<file path="src/sv/pths_pkg.sv">
`timescale 1ns / 1ps
// ----------------------------------------------------------------------------
// Probe touch homing sequencer package
// Command codes, configuration register indexes, result targets and port
// constants that are shared by the sequencer and its users.
// ----------------------------------------------------------------------------
package pths_pkg;

    localparam int KIND_WIDTH      = 3;
    localparam int MODE_WIDTH      = 2;
    localparam int TARGET_WIDTH    = 2;
    localparam int MODE_REQ_WIDTH  = 2;
    localparam int CFG_ADDR_WIDTH  = 2;
    localparam int CFG_DATA_WIDTH  = 16;
    localparam int TOL_WIDTH       = 15;

    localparam logic [KIND_WIDTH-1:0] KIND_TICK       = 3'd0;
    localparam logic [KIND_WIDTH-1:0] KIND_HOME       = 3'd1;
    localparam logic [KIND_WIDTH-1:0] KIND_SEARCH_MIN = 3'd2;
    localparam logic [KIND_WIDTH-1:0] KIND_MEASURE    = 3'd3;
    localparam logic [KIND_WIDTH-1:0] KIND_RESET      = 3'd4;
    localparam logic [KIND_WIDTH-1:0] KIND_INIT       = 3'd5;

    localparam logic [CFG_ADDR_WIDTH-1:0] REG_TIMEOUT_TICKS  = 2'd0;
    localparam logic [CFG_ADDR_WIDTH-1:0] REG_TOUCH_TOL      = 2'd1;
    localparam logic [CFG_ADDR_WIDTH-1:0] REG_MEASURE_SETTLE = 2'd2;

    localparam logic [CFG_DATA_WIDTH-1:0] TIMEOUT_TICKS_RESET  = 16'd200;
    localparam logic [TOL_WIDTH-1:0]      TOUCH_TOL_RESET      = 15'd0;
    localparam logic [CFG_DATA_WIDTH-1:0] MEASURE_SETTLE_RESET = 16'd500;

    localparam logic [MODE_WIDTH-1:0] MODE_SELF_LEARN  = 2'd1;
    localparam logic [MODE_WIDTH-1:0] MODE_CALIBRATION = 2'd2;

    localparam logic [TARGET_WIDTH-1:0] TARGET_NONE        = 2'd0;
    localparam logic [TARGET_WIDTH-1:0] TARGET_ZERO_OFFSET = 2'd1;
    localparam logic [TARGET_WIDTH-1:0] TARGET_MIN_POS     = 2'd2;
    localparam logic [TARGET_WIDTH-1:0] TARGET_MOULD_DEPTH = 2'd3;

    localparam logic [MODE_REQ_WIDTH-1:0] MODE_REQ_NONE        = 2'd0;
    localparam logic [MODE_REQ_WIDTH-1:0] MODE_REQ_SELF_LEARN  = 2'd1;
    localparam logic [MODE_REQ_WIDTH-1:0] MODE_REQ_CALIBRATION = 2'd2;

endpackage

</file>
<file path="src/sv/probe_touch_homing_sequencer.sv">
`timescale 1ns / 1ps
// ----------------------------------------------------------------------------
// Probe touch homing sequencer
// Drives a touch probe through home, search-minimum and measure sequences
// from a stream of commands and position ticks, one result per item.
// ----------------------------------------------------------------------------
//  Channel   Direction  Handshake               Content
//  s_axis    in         s_axis_tvalid/tready    command or tick with positions
//  m_axis    out        m_axis_tvalid/tready    drive, flags, store request
//  cfg       in         cfg_valid/cfg_ready     register index and write data
//
//  Each item is held in the input register and is evaluated on its
//  way into the result register, so one item per cycle is sustained
//  while the output is not stalled. The result is held valid in the
//  result register until it is taken.
//  Reset returns the sequence to idle with the configuration at its defaults.
//  A stalled output holds its result; both stages still fill before the
//  input side deasserts ready. Configuration writes are always accepted.
// ----------------------------------------------------------------------------
module probe_touch_homing_sequencer #(
    parameter int POSITION_WIDTH = 32,
    parameter int TIMER_WIDTH    = 16
) (
    input  logic                                     clk,
    input  logic                                     rst_n,
    input  logic                                     s_axis_tvalid,
    output logic                                     s_axis_tready,
    // kind
    input  logic [pths_pkg::KIND_WIDTH-1:0]          s_axis_tuser,
    // abs_position, rel_position, mm_position, machine_mode, flash_idle
    input  logic [8*((3*POSITION_WIDTH+3+7)/8)-1:0]  s_axis_tdata,
    output logic                                     m_axis_tvalid,
    input  logic                                     m_axis_tready,
    // probe_drive, homing_done, homing_alarm, store_target, store_position,
    // store_mm, save_request, mode_request
    output logic [8*((2*POSITION_WIDTH+8+7)/8)-1:0]  m_axis_tdata,
    input  logic                                     cfg_valid,
    output logic                                     cfg_ready,
    input  logic [pths_pkg::CFG_ADDR_WIDTH-1:0]      cfg_addr,
    input  logic [pths_pkg::CFG_DATA_WIDTH-1:0]      cfg_data
);

    localparam int PW       = POSITION_WIDTH;
    localparam int OUT_BITS = 2 * PW + 8;
    localparam int OUT_DW   = 8 * ((OUT_BITS + 7) / 8);

    typedef enum logic [3:0] {
        ST_IDLE      = 4'd0,
        ST_H_START   = 4'd1,
        ST_H_TOUCH   = 4'd2,
        ST_H_RETRACT = 4'd3,
        ST_M_START   = 4'd4,
        ST_M_TOUCH   = 4'd5,
        ST_M_RETRACT = 4'd6,
        ST_ALARM     = 4'd7,
        ST_DONE      = 4'd8,
        ST_MS_START  = 4'd9,
        ST_MS_WAIT   = 4'd10,
        ST_MS_FLASH  = 4'd11,
        ST_MS_END    = 4'd12
    } step_t;

    logic [pths_pkg::CFG_DATA_WIDTH-1:0] timeout_reg;
    logic [pths_pkg::TOL_WIDTH-1:0]      tol_reg;
    logic [pths_pkg::CFG_DATA_WIDTH-1:0] settle_reg;

    logic                                in_valid_reg;
    logic [pths_pkg::KIND_WIDTH-1:0]     in_kind_reg;
    logic signed [PW-1:0]                in_abs_reg;
    logic signed [PW-1:0]                in_rel_reg;
    logic signed [PW-1:0]                in_mm_reg;
    logic [pths_pkg::MODE_WIDTH-1:0]     in_mode_reg;
    logic                                in_fidle_reg;

    step_t                               step_reg, step_next;
    logic [TIMER_WIDTH-1:0]              timer_reg, timer_next;
    logic signed [PW-1:0]                last_reg, last_next;
    logic signed [PW-1:0]                first_reg, first_next;
    logic                                count_reg, count_next;
    logic                                drive_reg, drive_next;
    logic                                done_reg, done_next;
    logic                                alarm_reg, alarm_next;

    logic                                out_valid_reg;
    logic [OUT_BITS-1:0]                 out_reg, out_next;

    logic [pths_pkg::TARGET_WIDTH-1:0]   target;
    logic signed [PW-1:0]                spos;
    logic signed [PW-1:0]                smm;
    logic                                save;
    logic [pths_pkg::MODE_REQ_WIDTH-1:0] mode_req;

    logic [TIMER_WIDTH-1:0]              timer_dec;
    logic signed [PW:0]                  touch_diff;
    logic [PW:0]                         touch_mag;
    logic                                touch_bad;
    logic                                out_free;
    logic                                advance;

    function automatic logic [TIMER_WIDTH-1:0] timer_load(
        input logic [pths_pkg::CFG_DATA_WIDTH-1:0] v
    );
        logic [TIMER_WIDTH+pths_pkg::CFG_DATA_WIDTH-1:0] ext;
        ext = {{TIMER_WIDTH{1'b0}}, v};
        return ext[TIMER_WIDTH-1:0];
    endfunction

    assign cfg_ready     = 1'b1;
    assign out_free      = !out_valid_reg || m_axis_tready;
    assign advance       = in_valid_reg && out_free;
    assign s_axis_tready = !in_valid_reg || out_free;
    assign m_axis_tvalid = out_valid_reg;
    assign m_axis_tdata  = OUT_DW'(out_reg);

    always_ff @(posedge clk or negedge rst_n)
    begin
        if (!rst_n)
        begin
            timeout_reg <= pths_pkg::TIMEOUT_TICKS_RESET;
            tol_reg     <= pths_pkg::TOUCH_TOL_RESET;
            settle_reg  <= pths_pkg::MEASURE_SETTLE_RESET;
        end
        else if (cfg_valid && cfg_ready)
        begin
            case (cfg_addr)
                pths_pkg::REG_TIMEOUT_TICKS:  timeout_reg <= cfg_data;
                pths_pkg::REG_TOUCH_TOL:      tol_reg <= cfg_data[pths_pkg::TOL_WIDTH-1:0];
                pths_pkg::REG_MEASURE_SETTLE: settle_reg <= cfg_data;
                default:                      ;
            endcase
        end
    end

    assign timer_dec  = (timer_reg != '0) ? timer_reg - 1'b1 : timer_reg;
    assign touch_diff = {in_abs_reg[PW-1], in_abs_reg} - {first_reg[PW-1], first_reg};
    assign touch_mag  = touch_diff[PW] ? $unsigned(-touch_diff) : $unsigned(touch_diff);
    assign touch_bad  = touch_mag > {{(PW + 1 - pths_pkg::TOL_WIDTH){1'b0}}, tol_reg};

    always_comb
    begin
        step_next  = step_reg;
        timer_next = timer_reg;
        last_next  = last_reg;
        first_next = first_reg;
        count_next = count_reg;
        drive_next = drive_reg;
        done_next  = done_reg;
        alarm_next = alarm_reg;
        target     = pths_pkg::TARGET_NONE;
        spos       = '0;
        smm        = '0;
        save       = 1'b0;
        mode_req   = pths_pkg::MODE_REQ_NONE;

        case (in_kind_reg)
            pths_pkg::KIND_HOME:       step_next = ST_H_START;
            pths_pkg::KIND_SEARCH_MIN: step_next = ST_M_START;
            pths_pkg::KIND_MEASURE:    step_next = ST_MS_START;
            pths_pkg::KIND_RESET:
            begin
                step_next  = ST_IDLE;
                drive_next = 1'b0;
            end
            pths_pkg::KIND_INIT:
            begin
                step_next = ST_IDLE;
                done_next = 1'b0;
            end
            pths_pkg::KIND_TICK:
            begin
                timer_next = timer_dec;
                case (step_reg)
                    ST_H_START, ST_M_START:
                    begin
                        if (step_reg == ST_H_START)
                        begin
                            done_next = 1'b0;
                        end
                        drive_next = 1'b1;
                        step_next  = (step_reg == ST_H_START) ? ST_H_TOUCH : ST_M_TOUCH;
                        count_next = 1'b0;
                        last_next  = in_abs_reg;
                        alarm_next = 1'b0;
                        timer_next = timer_load(timeout_reg);
                    end
                    ST_H_TOUCH, ST_M_TOUCH:
                    begin
                        if (timer_dec == '0)
                        begin
                            if (last_reg == in_abs_reg)
                            begin
                                if (!count_reg)
                                begin
                                    first_next = last_reg;
                                    step_next  = (step_reg == ST_H_TOUCH) ? ST_H_RETRACT
                                                                          : ST_M_RETRACT;
                                    drive_next = 1'b0;
                                    count_next = 1'b1;
                                end
                                else if (touch_bad)
                                begin
                                    step_next  = ST_ALARM;
                                    alarm_next = 1'b1;
                                    drive_next = 1'b0;
                                end
                                else
                                begin
                                    if (step_reg == ST_H_TOUCH)
                                    begin
                                        target = pths_pkg::TARGET_ZERO_OFFSET;
                                        spos   = in_abs_reg;
                                    end
                                    else
                                    begin
                                        target = pths_pkg::TARGET_MIN_POS;
                                        spos   = in_rel_reg;
                                    end
                                    step_next  = ST_DONE;
                                    alarm_next = 1'b0;
                                end
                            end
                            timer_next = timer_load(timeout_reg);
                            last_next  = in_abs_reg;
                        end
                    end
                    ST_H_RETRACT, ST_M_RETRACT:
                    begin
                        if (timer_dec == '0 && in_abs_reg >= last_reg)
                        begin
                            drive_next = 1'b1;
                            timer_next = timer_load(timeout_reg);
                            step_next  = (step_reg == ST_H_RETRACT) ? ST_H_TOUCH : ST_M_TOUCH;
                        end
                    end
                    ST_DONE:
                    begin
                        if (timer_dec == '0)
                        begin
                            drive_next = 1'b0;
                            done_next  = 1'b1;
                        end
                    end
                    ST_MS_START:
                    begin
                        drive_next = 1'b1;
                        timer_next = timer_load(settle_reg);
                        last_next  = in_rel_reg;
                        step_next  = ST_MS_WAIT;
                    end
                    ST_MS_WAIT:
                    begin
                        if (timer_dec == '0)
                        begin
                            if (last_reg == in_rel_reg)
                            begin
                                if (in_mode_reg == pths_pkg::MODE_SELF_LEARN)
                                begin
                                    target    = pths_pkg::TARGET_MOULD_DEPTH;
                                    spos      = in_abs_reg;
                                    smm       = in_mm_reg;
                                    save      = 1'b1;
                                    step_next = ST_MS_FLASH;
                                end
                                else if (in_mode_reg == pths_pkg::MODE_CALIBRATION)
                                begin
                                    target    = pths_pkg::TARGET_MIN_POS;
                                    spos      = in_abs_reg;
                                    save      = 1'b1;
                                    step_next = ST_MS_FLASH;
                                end
                                else
                                begin
                                    step_next = ST_MS_END;
                                end
                            end
                            timer_next = timer_load(timeout_reg);
                            last_next  = in_rel_reg;
                        end
                    end
                    ST_MS_FLASH:
                    begin
                        if (in_fidle_reg)
                        begin
                            if (in_mode_reg == pths_pkg::MODE_SELF_LEARN)
                            begin
                                mode_req = pths_pkg::MODE_REQ_SELF_LEARN;
                            end
                            else if (in_mode_reg == pths_pkg::MODE_CALIBRATION)
                            begin
                                mode_req = pths_pkg::MODE_REQ_CALIBRATION;
                            end
                            step_next = ST_MS_END;
                        end
                    end
                    default: ;
                endcase
            end
            default: ;
        endcase

        out_next = {mode_req, save, smm, spos, target, alarm_next, done_next, drive_next};
    end

    always_ff @(posedge clk or negedge rst_n)
    begin
        if (!rst_n)
        begin
            in_valid_reg  <= 1'b0;
            in_kind_reg   <= pths_pkg::KIND_TICK;
            in_abs_reg    <= '0;
            in_rel_reg    <= '0;
            in_mm_reg     <= '0;
            in_mode_reg   <= '0;
            in_fidle_reg  <= 1'b0;
            step_reg      <= ST_IDLE;
            timer_reg     <= '0;
            last_reg      <= '0;
            first_reg     <= '0;
            count_reg     <= 1'b0;
            drive_reg     <= 1'b0;
            done_reg      <= 1'b0;
            alarm_reg     <= 1'b0;
            out_valid_reg <= 1'b0;
            out_reg       <= '0;
        end
        else
        begin
            if (s_axis_tvalid && s_axis_tready)
            begin
                in_valid_reg <= 1'b1;
                in_kind_reg  <= s_axis_tuser;
                in_abs_reg   <= s_axis_tdata[PW-1:0];
                in_rel_reg   <= s_axis_tdata[2*PW-1:PW];
                in_mm_reg    <= s_axis_tdata[3*PW-1:2*PW];
                in_mode_reg  <= s_axis_tdata[3*PW+1:3*PW];
                in_fidle_reg <= s_axis_tdata[3*PW+2];
            end
            else if (advance)
            begin
                in_valid_reg <= 1'b0;
            end

            if (advance)
            begin
                step_reg      <= step_next;
                timer_reg     <= timer_next;
                last_reg      <= last_next;
                first_reg     <= first_next;
                count_reg     <= count_next;
                drive_reg     <= drive_next;
                done_reg      <= done_next;
                alarm_reg     <= alarm_next;
                out_valid_reg <= 1'b1;
                out_reg       <= out_next;
            end
            else if (m_axis_tready)
            begin
                out_valid_reg <= 1'b0;
            end
        end
    end

    a_alarm_retracted: assert property (@(posedge clk) disable iff (!rst_n)
        step_reg == ST_ALARM |-> !drive_reg)
        else $error("probe extended while in alarm step");

    a_depth_saves: assert property (@(posedge clk) disable iff (!rst_n)
        out_valid_reg && out_reg[4:3] == pths_pkg::TARGET_MOULD_DEPTH |-> out_reg[2*PW+5])
        else $error("mould depth stored without save request");

    a_mode_req_alone: assert property (@(posedge clk) disable iff (!rst_n)
        out_valid_reg && out_reg[2*PW+7:2*PW+6] != pths_pkg::MODE_REQ_NONE
        |-> out_reg[4:3] == pths_pkg::TARGET_NONE && !out_reg[2*PW+5])
        else $error("mode request issued together with a store");

    a_stage_full: assert property (@(posedge clk) disable iff (!rst_n)
        !s_axis_tready |-> in_valid_reg && out_valid_reg)
        else $error("input stalled while a stage is free");

endmodule
</file>
<file path="config.mk">
export PLATFORM = sky130hd
export DESIGN_NAME = probe_touch_homing_sequencer
export DESIGN_NICKNAME = d
export VERILOG_FILES = /design/src/sv/pths_pkg.sv /design/src/sv/probe_touch_homing_sequencer.sv
export SDC_FILE = /design/constraint.sdc
export NUM_CORES = 1
export LEC_CHECK = 0
export BUFFER_PORTS_ARGS = -buffer_cell sky130_fd_sc_hd__clkbuf_2
export CAP_MARGIN = 5
export CORE_MARGIN = 5
export CORE_UTILIZATION = 45
export CTS_CLUSTER_SIZE = 24
export DETAILED_ROUTE_END_ITERATION = 12
export REMOVE_ABC_BUFFERS = 1
export SYNTH_ARGS = -nofsm -noshare
export SYNTH_HDL_FRONTEND = slang
export SYNTH_SLANG_ARGS = --single-unit
</file>
<file path="constraint.sdc">
create_clock -name clk -period 15 [get_ports clk]
set_clock_uncertainty 0.2 [all_clocks]
set_input_delay 4.5 -clock clk [delete_from_list [all_inputs] [get_ports clk]]
set_output_delay 4.5 -clock clk [all_outputs]
set_load 0.01 [all_outputs]
</file>
==> impl_results.md <==
* Status: completed
* Yosys cell types at 93
* I/O Buffers at slightly below 200
* Slew @ Worst Pin at 1280 ps
* Relative slew slack at 14.4%
* Critical-path maximum fanout at 3
* Int Pwr at ~0.0020 W
* Antenna Cells at 0
* Commonest non-fill, non-tap cells in the layout: dfrtp_1, clkbuf_2, mux2_2
* Share of total power in combinational logic at around a third
* Largest net degree at the start of global routing at 113
* CP endpoint kind: output pin
* DRC viols at 0
* Vias per cell at 5.78
* Met1 WL at 23.1 mm
* Avg Inst Size Synth at about 9.7 um2
* RSZ-0062 raised after global routing: no
* CTS tree: yes
* EDFF count, synth at 0
* Area of the multi-input gates at 9740 um2
* DR vias at 15.0k
* H-tree depth at 2
* Top Ports at 205
* Buffer and inverter count on the worst path at 2
* Worst-path cell chain: clkbuf_2, nand3b_1, clkbuf_2
* Die area at 44,800 um2
* Post-Route WL at 50.6 mm
* Cell Area, Synth at approximately 18,000 um2
* Arrival @ worst endpoint at around 5000 ps
* FF-to-FF path depth at 27
* Crit path launch type: primary input
* Switching share of total power at 36.8%
* Fmax at 103 MHz
* Detailed router's first-iteration violation count at 1,029
* Cell count after synthesis at ~1.9k
* Hold Crit Depth at 2
* Ranking of synthesized cells by area: dfrtp_1, mux2_2, ha_1
* Crit path depth at 3
* Ys flop type: dfrtp_1
* Share of cells above drive strength 1 at 22.7%
* Slowest stage delay, CP at about 230 ps
* Commonest non-fill, non-tap cell in the layout: dfrtp_1
* Switching pwr at 0.00115 W
* Final Setup Violations at 0
* First-pass GRT wire length at 81.4 mm
* PD cells at 149 nW/um2
* Placer Congestion at 0.932
* FP Rows at 73
* Critical path type: primary input to output pin
* Top cell type's share of synthesized area at 40.9%
* Hold WC Path Type: register to register
* Initial antenna violation count at 0
* CTS buffer count at 37
* Slowest-stage cell, CP: nand3b_1
* Uppermost layer routed: met4
* Crit path required time at 10,300 ps
* Sequential power share at 36.0%
* Post-CTS Setup Bufs at 0
* Clock power frac at between 20 and 30%
* Synth area leader: dfrtp_1
* # clock sinks at 308
* Initial Utilization at 45.7%
* Pleak at about 9.5 nW
* Detail Route met3 WL at between 2 and 2.5 mm
* Synth async-reset ratio at 100%
* Clock Path Buffers at 3
* Final Hold Vio Count at 0
* Antenna Nets Post-Route at 0
* Top delay family on crit path: buffers and inverters
* Wirelength per Cell at 19.5 um
* Tcrit/Tclk final at 64.6%
* Finished Core Util at 52.5%
* Most used cell, CP: clkbuf_2
* DRT Pass-1 Iters at 5
* Max Cap Viol at 0
* Post-cts resize count at 0
* DIE HEIGHT at roughly 210 um
* Vias in the first global route at roughly 15k
* Clk_lat worst skew at ~550 ps
* Max reg flops at 72
* Post-synthesis sequential area ratio at 42.2%
* Final-layout fill cell count at 3,721
* Synth warn at 0
* Gr usage total at between 20% and 30%
* Clk slew on worst S/H paths at around 50 ps
* Total negative slack at 0 ps
* FF+latch area at 7720 um2
* Slew Limit Fails at 0
* Seq cells post-synth at 308
* Met2 WL at 23.5 mm
* Root buffer cell: clkbuf_16
* Peak VDD IR at 93.0 uV
* Final layout net count at ~2.3k
* Chip Width at 212 um
* Final min period at 9690 ps
* Core area at 40,000 um2
* # hold bufs at CTS at 0
* Dpl hpwl at 36.6 mm
* Layout area overhead at 14.7%
* Global route total overflow at 0
synthesized netlist by cell type, types with 13 or more instances:
library cell  instances
nor2_1              132
o21ai_1              36
a21o_1               16
nor2b_1              13
nor4_1               19
mux2i_1              39
a32oi_1              34
nand2_1             145
mux2_2              152
ha_1                 84
o21ai_0             118
nor3_1               36
o21a_1               17
nand2b_1             13
a31oi_1              13
clkbuf_1             83
xnor2_1              48
o211ai_1             18
dfrtp_1             299
nand4_1              33
a22o_1               35
nand3_1              25
inv_1               129
xor2_1               16
a21oi_1             105
stage by stage:
stage               instances  hold WS, ps  cell area [um2]  setup slack [ps]  power, W
floorplan                1793          242            17900              5590   0.00188
global route             2595          291            21000              5270   0.00335
finish                   2595          277            21000              5310   0.00313
global placement         2529          262            19700              5320   0.00218
detailed placement       2529          270            19700              5310   0.00221
CTS                      2594          281            21000              5310   0.00316
worst paths after layout:
path,end,slack (ps),startpoint
max,s_axis_tready,5310,m_axis_tready
min,first_reg[20],280,first_reg[20]
max reg2reg,m_axis_tdata[16],7800,in_abs_reg[0]
min reg2reg,first_reg[20],280,first_reg[20]
max in group asynchronous,m_axis_tdata[65],8670,rst_n
min in group asynchronous,in_abs_reg[3],3820,rst_n
worst min-delay path, stage by stage, from the launching register on:
cell,delay [ps]
dfrtp_1,340
nand2_1,50
o21ai_0,60
cells by family after synthesis:
logic type | share of synthesized area (%)
AOI/OAI and AO/OA | 18.7
and+or+nand+nor | 13.8
DFF | 42.2
buffers and inverters | 4.90
muxes | 11.5
adders and majority gates | 5.91
xor gates and xnor gates | 3.06
other | 0.0205
routing by layer:
| metal | global-route usage (%) | up-vias |
|---|---|---|
| met2 | 36.0 | 341 |
| met1 | 30.8 | 7356 |
| li1 | - | 7222 |
| met4 | 8.20 | 0 |
| met5 | 0 | - |
| met3 | 3.29 | 76 |
layout make-up:
type	instances	share of cell area [%]
well taps	525	3.13
flip-flops and latches	308	36.8
inverters	132	2.36
multi-input cells	1353	46.4
repair buffers	212	5.29
clock buffers	47	4.83
clock inverters	18	1.21
power by group through the flow:
| stage | Combinational [W] | Sequential, W | Clock [W] |
|---|---|---|---|
| 3_5_place_dp | 0.00107 | 0.00114 | 0 |
| 3_3_place_gp | 0.00104 | 0.00113 | 0 |
| 4_1_cts | 0.00107 | 0.00113 | 0.000956 |
| 2_1_floorplan | 0.000788 | 0.00109 | 0 |
| 6_report | 0.00108 | 0.00113 | 0.000931 |
| 5_1_grt | 0.00121 | 0.00115 | 0.000993 |
No activity file was read; power rests on OpenSTA's default activity.
